### config.mk
export PLATFORM = sky130hd
export DESIGN_NAME = keyed_packet_table_age_replace_core
export DESIGN_NICKNAME = d
export VERILOG_FILES = /design/src/rtl/core/kptar_pkg.sv /design/src/rtl/core/kptar_slot_store.sv /design/src/rtl/core/keyed_packet_table_age_replace_core.sv
export SDC_FILE = /design/constraint.sdc
export NUM_CORES = 2
export LEC_CHECK = 0
export ABC_AREA = 1
export BUFFER_PORTS_ARGS = -buffer_cell sky130_fd_sc_hd__buf_2
export CAP_MARGIN = 5
export CORE_ASPECT_RATIO = 1.5
export CORE_MARGIN = 3
export CORE_UTILIZATION = 51
export DETAILED_ROUTE_END_ITERATION = 8
export PLACE_DENSITY_LB_ADDON = 0.1
export SYNTH_ARGS = -nofsm -noshare
export SYNTH_HDL_FRONTEND = slang
export SYNTH_HIERARCHICAL = 1
export SYNTH_SLANG_ARGS = --single-unit
### constraint.sdc
create_clock -name clk -period 13.3 [get_ports clk]
set_input_delay 3.99 -clock clk [delete_from_list [all_inputs] [get_ports clk]]
set_output_delay 3.99 -clock clk [all_outputs]
set_load 0.005 [all_outputs]
### src/rtl/core/kptar_pkg.sv
// kptar_pkg: shared types and constants for the keyed packet table core.
// Used by kptar_slot_store and keyed_packet_table_age_replace_core.
// No dependencies.
`timescale 1ns / 1ps

package kptar_pkg;

    localparam int SLOTS = 16;
    localparam int IDX_W = (SLOTS > 1) ? $clog2(SLOTS) : 1;
    localparam int CNT_W = $clog2(SLOTS + 1);

    localparam int ADDR_W = 14;
    localparam int KIND_W = 4;
    localparam int RPT_W  = 8;
    localparam int PLD_W  = 48;
    localparam int LEN_W  = 3;
    localparam int AGE_W  = 8;
    localparam int CFG_W  = 5;

    localparam logic [AGE_W-1:0] AGE_MAX = 8'd255;
    localparam logic [CFG_W-1:0] SLOTS_IN_USE_RESET = 5'd10;

    localparam logic [1:0] OP_INSERT = 2'd0;
    localparam logic [1:0] OP_READ   = 2'd1;
    localparam logic [1:0] OP_FORGET = 2'd2;

    typedef struct packed {
        logic [ADDR_W-1:0] address;
        logic [KIND_W-1:0] kind;
        logic [RPT_W-1:0]  rpt;
        logic [PLD_W-1:0]  payload;
        logic [LEN_W-1:0]  len;
    } kptar_entry_t;

    typedef struct packed {
        logic             valid;
        logic [AGE_W-1:0] age;
        kptar_entry_t     entry;
    } kptar_slot_rd_t;

    typedef struct packed {
        logic             wr_entry;
        logic             wr_age;
        logic             clr_valid;
        logic [IDX_W-1:0] idx;
        logic [AGE_W-1:0] age;
        kptar_entry_t     entry;
    } kptar_slot_wr_t;

    typedef enum logic [2:0] {
        ST_IDLE,
        ST_INS_SCAN,
        ST_INS_AGE,
        ST_FORGET,
        ST_READ,
        ST_MOD
    } kptar_state_t;

endpackage

### src/rtl/core/kptar_slot_store.sv
// kptar_slot_store: slot register file with per-slot valid bits and ages.
// Empty slots read as zero contents with age 255. Depends on kptar_pkg.
`timescale 1ns / 1ps

module kptar_slot_store (
    input  logic                              clk,
    input  logic                              rst_n,
    input  logic [kptar_pkg::IDX_W-1:0]       rd_idx,
    output kptar_pkg::kptar_slot_rd_t         rd,
    input  kptar_pkg::kptar_slot_wr_t         wr
);

    kptar_pkg::kptar_entry_t        entry_reg [kptar_pkg::SLOTS];
    logic [kptar_pkg::AGE_W-1:0]    age_reg   [kptar_pkg::SLOTS];
    logic [kptar_pkg::SLOTS-1:0]    valid_reg;

    always_ff @(posedge clk or negedge rst_n)
    begin
        if (!rst_n)
        begin
            valid_reg <= '0;
        end
        else if (wr.wr_entry)
        begin
            valid_reg[wr.idx] <= 1'b1;
        end
        else if (wr.clr_valid)
        begin
            valid_reg[wr.idx] <= 1'b0;
        end
    end

    always_ff @(posedge clk)
    begin
        if (wr.wr_entry)
        begin
            entry_reg[wr.idx] <= wr.entry;
        end
        if (wr.wr_entry || wr.wr_age)
        begin
            age_reg[wr.idx] <= wr.age;
        end
    end

    always_comb
    begin
        rd.valid = valid_reg[rd_idx];
        rd.entry = valid_reg[rd_idx] ? entry_reg[rd_idx] : '0;
        rd.age   = valid_reg[rd_idx] ? age_reg[rd_idx] : kptar_pkg::AGE_MAX;
    end

endmodule

### src/rtl/core/keyed_packet_table_age_replace_core.sv
// keyed_packet_table_age_replace_core: keyed packet table, oldest-slot replace.
// Depends on kptar_pkg and kptar_slot_store.
//
// Usage:
//   A request (op, address, kind, repeat_req, payload, payload_len) is taken
//   at a clock edge with start high and busy low. busy stays high while the
//   sequencer walks the slots one per cycle; one result follows each request,
//   shown for exactly one cycle with done high. The receiver cannot stall.
//   cfg_we/cfg_data write slots_in_use (n); the user must do so only while the core is idle (not enforced).
// Sequence from accept to done (n = active slots, 1..16):
//   insert: scan up to the first key match (at most n slots), then an aging
//           pass over all n slots
//   forget: one slot compare per cycle over the n slots
//   read:   read the slot, then q subtract steps of the index wrap
//           (q at most 16); read of an empty table, or op 3, answered from idle
//   A new request may be taken in the cycle that done is high.
// Reset: all slots empty (age 255), count and read index zero, n = 10.
`timescale 1ns / 1ps

module keyed_packet_table_age_replace_core (
    input  logic                               clk,
    input  logic                               rst_n,
    input  logic                               start,
    output logic                               busy,
    input  logic [1:0]                         op,
    input  logic [kptar_pkg::ADDR_W-1:0]       address,
    input  logic [kptar_pkg::KIND_W-1:0]       kind,
    input  logic [kptar_pkg::RPT_W-1:0]        repeat_req,
    input  logic [kptar_pkg::PLD_W-1:0]        payload,
    input  logic [kptar_pkg::LEN_W-1:0]        payload_len,
    input  logic                               cfg_we,
    input  logic [kptar_pkg::CFG_W-1:0]        cfg_data,
    output logic                               done,
    output logic                               ok,
    output logic                               updated_existing,
    output logic [kptar_pkg::ADDR_W-1:0]       out_address,
    output logic [kptar_pkg::KIND_W-1:0]       out_kind,
    output logic [kptar_pkg::RPT_W-1:0]        out_repeat,
    output logic [kptar_pkg::PLD_W-1:0]        out_payload,
    output logic [kptar_pkg::LEN_W-1:0]        out_payload_len,
    output logic                               out_slot_valid
);

    kptar_pkg::kptar_state_t        state_reg, state_next;
    logic [kptar_pkg::CFG_W-1:0]    siu_reg;
    logic [kptar_pkg::IDX_W-1:0]    idx_reg, idx_next;
    logic [kptar_pkg::IDX_W-1:0]    pick_reg, pick_next;
    logic [kptar_pkg::AGE_W-1:0]    best_reg, best_next;
    logic                           match_reg, match_next;
    logic [kptar_pkg::CNT_W-1:0]    removed_reg, removed_next;
    logic [kptar_pkg::CNT_W-1:0]    count_reg, count_next;
    logic [kptar_pkg::IDX_W-1:0]    rdidx_reg, rdidx_next;
    logic [kptar_pkg::CNT_W-1:0]    modv_reg, modv_next;
    logic [kptar_pkg::ADDR_W-1:0]   addr_reg, addr_next;
    logic [kptar_pkg::KIND_W-1:0]   kind_reg, kind_next;
    kptar_pkg::kptar_entry_t        req_reg, req_next;

    logic                           done_reg, done_next;
    logic                           ok_reg, ok_next;
    logic                           upd_reg, upd_next;
    kptar_pkg::kptar_entry_t        oent_reg, oent_next;
    logic                           ovld_reg, ovld_next;

    logic [kptar_pkg::CNT_W-1:0]    n_act;
    logic [kptar_pkg::IDX_W-1:0]    n_last;
    logic                           last;
    logic                           key_hit;
    logic                           addr_hit;
    logic [kptar_pkg::CNT_W-1:0]    rem_total;
    logic [kptar_pkg::IDX_W-1:0]    rd_idx;
    kptar_pkg::kptar_slot_rd_t      rd;
    kptar_pkg::kptar_slot_wr_t      wr;

    always_comb
    begin
        if (siu_reg == '0)
        begin
            n_act = kptar_pkg::CNT_W'(1);
        end
        else if (int'(siu_reg) > kptar_pkg::SLOTS)
        begin
            n_act = kptar_pkg::CNT_W'(kptar_pkg::SLOTS);
        end
        else
        begin
            n_act = kptar_pkg::CNT_W'(siu_reg);
        end
    end

    assign n_last    = kptar_pkg::IDX_W'(n_act - kptar_pkg::CNT_W'(1));
    assign last      = (idx_reg == n_last);
    assign rd_idx    = (state_reg == kptar_pkg::ST_READ) ? rdidx_reg : idx_reg;
    assign addr_hit  = rd.valid && (rd.entry.address == addr_reg);
    assign key_hit   = addr_hit && (rd.entry.kind == kind_reg);
    assign rem_total = removed_reg + kptar_pkg::CNT_W'(addr_hit);

    kptar_slot_store u_store (
        .clk    (clk),
        .rst_n  (rst_n),
        .rd_idx (rd_idx),
        .rd     (rd),
        .wr     (wr)
    );

    // next state
    always_comb
    begin
        state_next = state_reg;
        unique case (state_reg)
            kptar_pkg::ST_IDLE:
            begin
                if (start)
                begin
                    case (op)
                        kptar_pkg::OP_INSERT: state_next = kptar_pkg::ST_INS_SCAN;
                        kptar_pkg::OP_FORGET: state_next = kptar_pkg::ST_FORGET;
                        kptar_pkg::OP_READ:
                        begin
                            if (count_reg != '0)
                            begin
                                state_next = kptar_pkg::ST_READ;
                            end
                        end
                        default: state_next = kptar_pkg::ST_IDLE;
                    endcase
                end
            end
            kptar_pkg::ST_INS_SCAN:
            begin
                if (key_hit || last)
                begin
                    state_next = kptar_pkg::ST_INS_AGE;
                end
            end
            kptar_pkg::ST_INS_AGE,
            kptar_pkg::ST_FORGET:
            begin
                if (last)
                begin
                    state_next = kptar_pkg::ST_IDLE;
                end
            end
            kptar_pkg::ST_READ:
            begin
                state_next = kptar_pkg::ST_MOD;
            end
            kptar_pkg::ST_MOD:
            begin
                if (modv_reg < count_reg)
                begin
                    state_next = kptar_pkg::ST_IDLE;
                end
            end
            default: state_next = kptar_pkg::ST_IDLE;
        endcase
    end

    // datapath and outputs
    always_comb
    begin
        idx_next     = idx_reg;
        pick_next    = pick_reg;
        best_next    = best_reg;
        match_next   = match_reg;
        removed_next = removed_reg;
        count_next   = count_reg;
        rdidx_next   = rdidx_reg;
        modv_next    = modv_reg;
        addr_next    = addr_reg;
        kind_next    = kind_reg;
        req_next     = req_reg;
        done_next    = 1'b0;
        ok_next      = ok_reg;
        upd_next     = upd_reg;
        oent_next    = oent_reg;
        ovld_next    = ovld_reg;
        wr           = '0;
        wr.idx       = idx_reg;
        wr.entry     = req_reg;

        unique case (state_reg)
            kptar_pkg::ST_IDLE:
            begin
                if (start)
                begin
                    addr_next       = address;
                    kind_next       = kind;
                    req_next        = '{address, kind, repeat_req, payload, payload_len};
                    idx_next        = '0;
                    pick_next       = '0;
                    best_next       = '0;
                    match_next      = 1'b0;
                    removed_next    = '0;
                    if (!((op == kptar_pkg::OP_INSERT) || (op == kptar_pkg::OP_FORGET)
                          || ((op == kptar_pkg::OP_READ) && (count_reg != '0))))
                    begin
                        done_next = 1'b1;
                        ok_next   = 1'b0;
                        upd_next  = 1'b0;
                        oent_next = '0;
                        ovld_next = 1'b0;
                    end
                end
            end
            kptar_pkg::ST_INS_SCAN:
            begin
                if (key_hit)
                begin
                    pick_next  = idx_reg;
                    match_next = 1'b1;
                    idx_next   = '0;
                end
                else
                begin
                    if (rd.age > best_reg)
                    begin
                        best_next = rd.age;
                        pick_next = idx_reg;
                    end
                    idx_next = last ? '0 : idx_reg + 1'b1;
                end
            end
            kptar_pkg::ST_INS_AGE:
            begin
                if (idx_reg == pick_reg)
                begin
                    wr.wr_entry = 1'b1;
                    wr.age      = '0;
                end
                else if (rd.valid && (rd.age != kptar_pkg::AGE_MAX))
                begin
                    wr.wr_age = 1'b1;
                    wr.age    = rd.age + 1'b1;
                end
                idx_next = idx_reg + 1'b1;
                if (last)
                begin
                    if (!match_reg && (count_reg < n_act))
                    begin
                        count_next = count_reg + 1'b1;
                    end
                    done_next = 1'b1;
                    ok_next   = 1'b1;
                    upd_next  = match_reg;
                    oent_next = '0;
                    ovld_next = 1'b0;
                end
            end
            kptar_pkg::ST_FORGET:
            begin
                wr.clr_valid = addr_hit;
                removed_next = rem_total;
                idx_next     = idx_reg + 1'b1;
                if (last)
                begin
                    count_next = (rem_total >= count_reg) ? '0 : count_reg - rem_total;
                    done_next  = 1'b1;
                    ok_next    = (rem_total != '0);
                    upd_next   = 1'b0;
                    oent_next  = '0;
                    ovld_next  = 1'b0;
                end
            end
            kptar_pkg::ST_READ:
            begin
                oent_next = rd.entry;
                ovld_next = rd.valid;
                modv_next = kptar_pkg::CNT_W'(rdidx_reg) + kptar_pkg::CNT_W'(1);
            end
            kptar_pkg::ST_MOD:
            begin
                if (modv_reg >= count_reg)
                begin
                    modv_next = modv_reg - count_reg;
                end
                else
                begin
                    rdidx_next = modv_reg[kptar_pkg::IDX_W-1:0];
                    done_next  = 1'b1;
                    ok_next    = 1'b1;
                    upd_next   = 1'b0;
                end
            end
            default:
            begin
                idx_next = '0;
            end
        endcase
    end

    always_ff @(posedge clk or negedge rst_n)
    begin
        if (!rst_n)
        begin
            state_reg   <= kptar_pkg::ST_IDLE;
            siu_reg     <= kptar_pkg::SLOTS_IN_USE_RESET;
            idx_reg     <= '0;
            pick_reg    <= '0;
            best_reg    <= '0;
            match_reg   <= 1'b0;
            removed_reg <= '0;
            count_reg   <= '0;
            rdidx_reg   <= '0;
            modv_reg    <= '0;
            done_reg    <= 1'b0;
        end
        else
        begin
            state_reg   <= state_next;
            idx_reg     <= idx_next;
            pick_reg    <= pick_next;
            best_reg    <= best_next;
            match_reg   <= match_next;
            removed_reg <= removed_next;
            count_reg   <= count_next;
            rdidx_reg   <= rdidx_next;
            modv_reg    <= modv_next;
            done_reg    <= done_next;
            if (cfg_we)
            begin
                siu_reg <= cfg_data;
            end
        end
    end

    always_ff @(posedge clk)
    begin
        addr_reg <= addr_next;
        kind_reg <= kind_next;
        req_reg  <= req_next;
        ok_reg   <= ok_next;
        upd_reg  <= upd_next;
        oent_reg <= oent_next;
        ovld_reg <= ovld_next;
    end

    assign busy             = (state_reg != kptar_pkg::ST_IDLE);
    assign done             = done_reg;
    assign ok               = ok_reg;
    assign updated_existing = upd_reg;
    assign out_address      = oent_reg.address;
    assign out_kind         = oent_reg.kind;
    assign out_repeat       = oent_reg.rpt;
    assign out_payload      = oent_reg.payload;
    assign out_payload_len  = oent_reg.len;
    assign out_slot_valid   = ovld_reg;

    a_done_follows_work: assert property (@(posedge clk) disable iff (!rst_n)
        done_reg |-> $past(busy || start))
        else $error("result strobe without a request in progress");

    a_count_bound: assert property (@(posedge clk) disable iff (!rst_n)
        int'(count_reg) <= kptar_pkg::SLOTS)
        else $error("stored count above slot count");

    a_accept_progress: assert property (@(posedge clk) disable iff (!rst_n)
        (start && !busy) |=> (busy || done_reg))
        else $error("accepted request neither started nor answered");

    a_update_ok: assert property (@(posedge clk) disable iff (!rst_n)
        (done_reg && upd_reg) |-> ok_reg)
        else $error("updated_existing without ok");

    a_read_index_mod: assert property (@(posedge clk) disable iff (!rst_n)
        (state_reg == kptar_pkg::ST_MOD && modv_reg < count_reg) |=>
            (kptar_pkg::CNT_W'(rdidx_reg) < $past(count_reg)))
        else $error("read index not wrapped below count");

endmodule
# Word level (Yosys, flattened, before mapping)
# Memories as Yosys holds them, arrays and structs flattened.
# Index checks and enable logic that the tools add are counted.
dict set report classes {
  bitwise 5
  eq_ne 27
  order_cmp 9
  add_sub_neg 8
  reduce_logical 38
  muxes 73
}
# op n
set ops {}
lappend ops {{$mux W77} 4}
lappend ops {{$pmux W77 S3} 1}
lappend ops {{$mux W8} 7}
lappend ops {{$mux W5} 8}
lappend ops {{$mux W16} 2}
lappend ops {{$pmux W5 S2} 3}
lappend ops {{$mux W1} 24}
lappend ops {{$mux W4} 6}
lappend ops {{$ne A2 B2 Y1 const B} 12}
lappend ops {{$and A16 B16 Y16} 1}
lappend ops {{$not A16 Y16} 1}
lappend ops {{$or A16 B16 Y16} 1}
lappend ops {{$pmux W4 S4} 1}
lappend ops {{$pmux W8 S2} 1}
lappend ops {{$mux W3} 5}
lappend ops {{$pmux W3 S5} 1}
lappend ops {{$eq A14 B14 Y1} 1}
lappend ops {{$eq A4 B4 Y1} 3}
lappend ops {{$reduce_and A4 Y1} 3}
lappend ops {{$ge A5 B5 Y1} 2}
lappend ops {{$lt A4 B5 Y1 const B} 2}
lappend ops {{$lt A5 B5 Y1} 2}
lappend ops {{$reduce_and A2 Y1} 5}
lappend ops {{$reduce_bool A2 Y1} 5}
lappend ops {{other kinds (40)} 59}
dict set report word_totals {
  n_memories 2
  regBits 218
  mem_bits_rw 1360
  elab_cells 187
  out_inout_bits 82
  in_bits 88
}
# name depth width rd rd_clocked_by_memory_dff write_ports line
set mem_list {}
lappend mem_list {u_store.entry_reg 16 77 1 0 1 kptar_slot_store.sv:13} ;# kptar_pkg::kptar_entry_t entry_reg [kptar_pkg::SLOTS];
lappend mem_list {u_store.age_reg 16 8 1 0 1 kptar_slot_store.sv:14} ;# logic [kptar_pkg::AGE_W-1:0] age_reg [kptar_pkg::SLOTS];

# Longest topological paths before layout
dict set report depth {
  ltp_word 13
  mapped_depth 42
  depth_no_buf 38
}

# Cells and area by module
# Netlist, hierarchy kept.
# mod area_per_inst_um2 instances cells_each
set by_module_without_submodules {}
lappend by_module_without_submodules {kptar_slot_store 59153.0 1 5724}
lappend by_module_without_submodules {keyed_packet_table_age_replace_core 9200.1 1 878}

# Least setup slack after synthesis
# OpenSTA, ideal clock, no wires.
dict set report synth_path {
  path_kind {input to register}
  from {in op[1]}
  to {reg oent_reg, in the netlist out_address[0] (enable)}
  setup_ns 0.540
  slack_ns 4.708
  path_buffers 0
  t_required_ns 12.760
  arrival_ns 8.052
  cell_stages 4
  path_cell_list {inv_1 a21oi_1 o21ai_1 a21oi_1}
}
dict set report synth_via {
  elab_chain_cells 5
  word_cells_on_any_way 8
  classes_between {3 x eq/ne; 5 x reduce/logical}
}
# item line
set synth_rtl {}
lappend synth_rtl {{start, declared} keyed_packet_table_age_replace_core.sv:25} ;# input logic [1:0] op,
lappend synth_rtl {{$eq A2 B2 Y1, or another cell as far along} keyed_packet_table_age_replace_core.sv:194} ;# if (!((op == kptar_pkg::OP_INSERT) || (op == kptar_pkg::OP_FORGET)
lappend synth_rtl {{$logic_or A1 B1 Y1 / $logic_and A1 B1 Y1 (equally long branches)} {keyed_packet_table_age_replace_core.sv:194, keyed_packet_table_age_replace_core.sv:195}}
lappend synth_rtl {{$logic_or A1 B1 Y1 (*)} keyed_packet_table_age_replace_core.sv:195} ;# || ((op == kptar_pkg::OP_READ) && (count_reg != '0))))
lappend synth_rtl {{$ne A2 B2 Y1 (no source line) (*)} --}
lappend synth_rtl {{$reduce_and A4 Y1 (no source line) (*)} --}
lappend synth_rtl {{end signal, assigned} keyed_packet_table_age_replace_core.sv:333} ;# oent_reg <= oent_next;
lappend synth_rtl {{end, declared} keyed_packet_table_age_replace_core.sv:61} ;# kptar_pkg::kptar_entry_t oent_reg, oent_next;
# Every way passes the cells marked *; elsewhere a longest branch is shown, timed or not.
# A chain may end at the register's enable or synchronous reset.

==> results.txt <==
vias in the first global route - 44.3k
RSZ-0062 raised after global routing - false
Arrival @ worst endpoint - 9.16 ns
Yosys reg bits - 1578
Pre-Repair DR Iteration Count - 6
post-synthesis net count - 6720
Chip Width - 305 µm
average wire per standard cell - 20.6 µm
Pint - 9.76 mW
Total Wirelength - 176 mm
Setup Skew - 0.0270 ns
commonest non-fill, non-tap cell in the layout - nand2_1
pwr dens - 202 nW/µm²
core area - 132000 µm²
Post-CTS Setup Bufs - 0
Top Ports - 170
Max rail drop VDD - 0.233 mV
Crit path max-delay family - simple AND/OR/NAND/NOR gates
Cell Rows - 163
Die Y - 454 µm
vias per cell - 5.30
Hold/Removal Path Class - flip-flop to flip-flop
hold buffers post-CTS - 0
Comb power frac - 30.1%
Syn Inst Count - 6602
Req. time, crit path - 14.03 ns
Die Area - 139000 µm²
final hold vios - 0
synthesis-to-finish area growth - 10.5%
crit path max fanout - 139
syn_area_per_cell - 10.4 µm²
Final period util - 63.4%
Critical Path End Type - flip-flop
minimum clock period - 8.43 ns
Syn Std Cell Area - 68400 µm²
Worst Tran Pin Value - 1.36 ns
clock buffer depth - 3
GR Util All Layers - 25.4%
Root Buffer Master - clkbuf_16
Worst path max stage delay - 0.91 ns
Critical Path Most Common Cell - nand2_1
Max Cap Viol - 0
first-pass GRT wire length - 265 mm
share of post-route cells with drive strength above 1 - 7.77%
max FFs per register - 1232
CTS H-tree depth - 4
Setup Viol. Count Final - 0
CTS buffer count - 152
sw frac - 36.1%
leakage - 32.0 nW
Port Buffers - 169
Achievable Freq - 119 MHz
Clock Power Share - 27.7%
CTS clock-pin slew for the worst setup and hold paths - 0.07 ns
Initial Util - 51.6%
Synth top area share - 66.6%
DR vias - 45.3k
GPL Wtd Cong - 0.805
drt drc - 0
initial antenna violation count - 2
hpwl dp - 90.3 mm
Nets - 6802
final core occ - 57.1%
grt total ovfl - 0
clock latency on the worst-skew pair - 0.79 ns
post-cts sizing count - 0
Psw - 5.51 mW
CTS Sinks - 1578
CP Buf/Inv Count - 9
critical path class - flip-flop to flip-flop
Netlist cell types - 48
TritonCTS clock tree - yes
share of total power in sequential cells - 42.2%
Post-DRT Antenna Nets - 0
top post-synthesis cells by area - edfxtp_1 (67%), nand2_1 (11%), nand3_1 (7.5%)
fin. max-slew vios - 0
drt initial violations - 3733
status - finished clean
Post-synth EDFFs - 1517
fill count - 11.1k
largest net degree at the start of global routing - 140
YS warnings - 6
startpoint types - flip-flop
leading area contributor after synthesis - edfxtp_1
Synth Flop Type - edfxtp_1
Setup TNS Final - 0 ns
post-synthesis sequential area ratio - 68.9%
Slew headroom - 8.97%
Slowest-stage cell, CP - nor2_1
most frequent cells in the layout - nand2_1 (1982), edfxtp_1 (1517), inv_1 (1190)
Synth async-reset ratio - 3.87%
-- cells in the mapped netlist (2+ instances only) --
master and count:
edfxtp_1 1517, dfstp_2 2, nand2_2 8, nor2_1 234, xor2_1 7, fa_1 2, o21ai_0 110, dfrtp_1 59
a21oi_1 26, nand4_1 9, inv_4 2, nand2_4 3, xnor2_1 9, buf_1 49, mux2_2 3, buf_6 4
clkbuf_1 94, ha_1 28, o21ai_2 4, buf_2 157, nor2_4 5, inv_1 1193, a21oi_2 4, nand3_1 1020
nor3_1 8, buf_4 7, nor2_2 8, inv_2 11, a31oi_1 3, o21a_1 4, o211ai_1 5, nand2_1 1984
nand3_2 3, o21ai_1 5, o21bai_1 2
-- power by group through the flow --
| stage | Sequential [mW] | Combinational, mW | Clock, mW |
|---|---|---|---|
| final | 6.44 | 4.60 | 4.23 |
| after global routing | 6.50 | 5.14 | 4.50 |
| after CTS | 6.45 | 4.63 | 4.31 |
| after detailed placement | 6.55 | 4.61 | 0 |
| after global placement | 6.54 | 4.57 | 0 |
| after floorplan | 6.47 | 3.19 | 0 |
-- cell type report --
type	instances	area [µm²]	area share, %
sequential	1578	47100	62.3
antenna	2	5.00	0.00662
clock buffer	199	4120	5.45
clock inverter	78	692	0.916
tap	1732	2170	2.87
multi-input combinational	3504	15500	20.5
timing repair buffer	240	1430	1.89
inverter	1208	4570	6.05
-- worst min-delay path, delay by kind of cell (launching register included) --
family / cells / cell delay [ns]
DFF: 1 / 0.34
AOI/OAI and AO/OA: 1 / 0.07
and+or+nand+nor: 1 / 0.05
-- kinds of logic (layout without fill, tap and decap cells) --
| group | after synthesis | in the layout | synth area share, % |
|---|---|---|---|
| multiplexers | 3 | 3 | 0.0494 |
| AND/OR/NAND/NOR | 3287 | 3287 | 20.2 |
| adder cells (fa/ha/maj) | 30 | 30 | 0.571 |
| AO/OA/AOI/OAI | 167 | 167 | 1.34 |
| XOR/XNOR | 17 | 17 | 0.229 |
| buffers and inverters | 1520 | 1725 | 8.74 |
| flip-flops | 1578 | 1578 | 68.9 |
| other | 0 | 2 | 0 |
-- metal layers --
| layer | vias to the layer above | wire, µm | part of all wire (%) | track usage (%) |
|---|---|---|---|---|
| met2 | 1476 | 88100 | 50 | 44.5 |
| met4 | 0 | 5700 | 3.2 | 9.26 |
| met1 | 22000 | 71700 | 41 | 32.2 |
| li1 | 21500 | - | - | - |
| met5 | - | 0 | 0 | 0 |
| met3 | 333 | 10400 | 5.9 | 3.62 |
-- final timing paths --
path | start | endpoint | slack [ns] | depth (start not counted)
max | state_reg[0] | count_reg[0] | 4.87 | 38
min | modv_reg[0] | rdidx_reg[0] | 0.49 | 2
max reg2reg | state_reg[0] | count_reg[0] | 4.87 | 38
min reg2reg | modv_reg[0] | rdidx_reg[0] | 0.49 | 2
max in group asynchronous | rst_n | asynchronous set/reset pin | 9.31 | 2
min in group asynchronous | rst_n | best_reg[4] | 3.38 | 2
-- per-stage QoR --
step                instance area, µm²  std cells  setup slack (ns)  total power, mW  hold WS (ns)
floorplan                        68400       6602              4.71             9.66         0.453
global placement                 70700       8262              4.96             11.1         0.470
detailed placement               70700       8262              4.83             11.2         0.486
CTS                              75500       8539              4.82             15.4         0.500
global route                     75600       8541              4.15             16.1         0.527
finish                           75600       8541              4.87             15.3         0.492
Note: power is estimated with default switching activity, not from simulation.
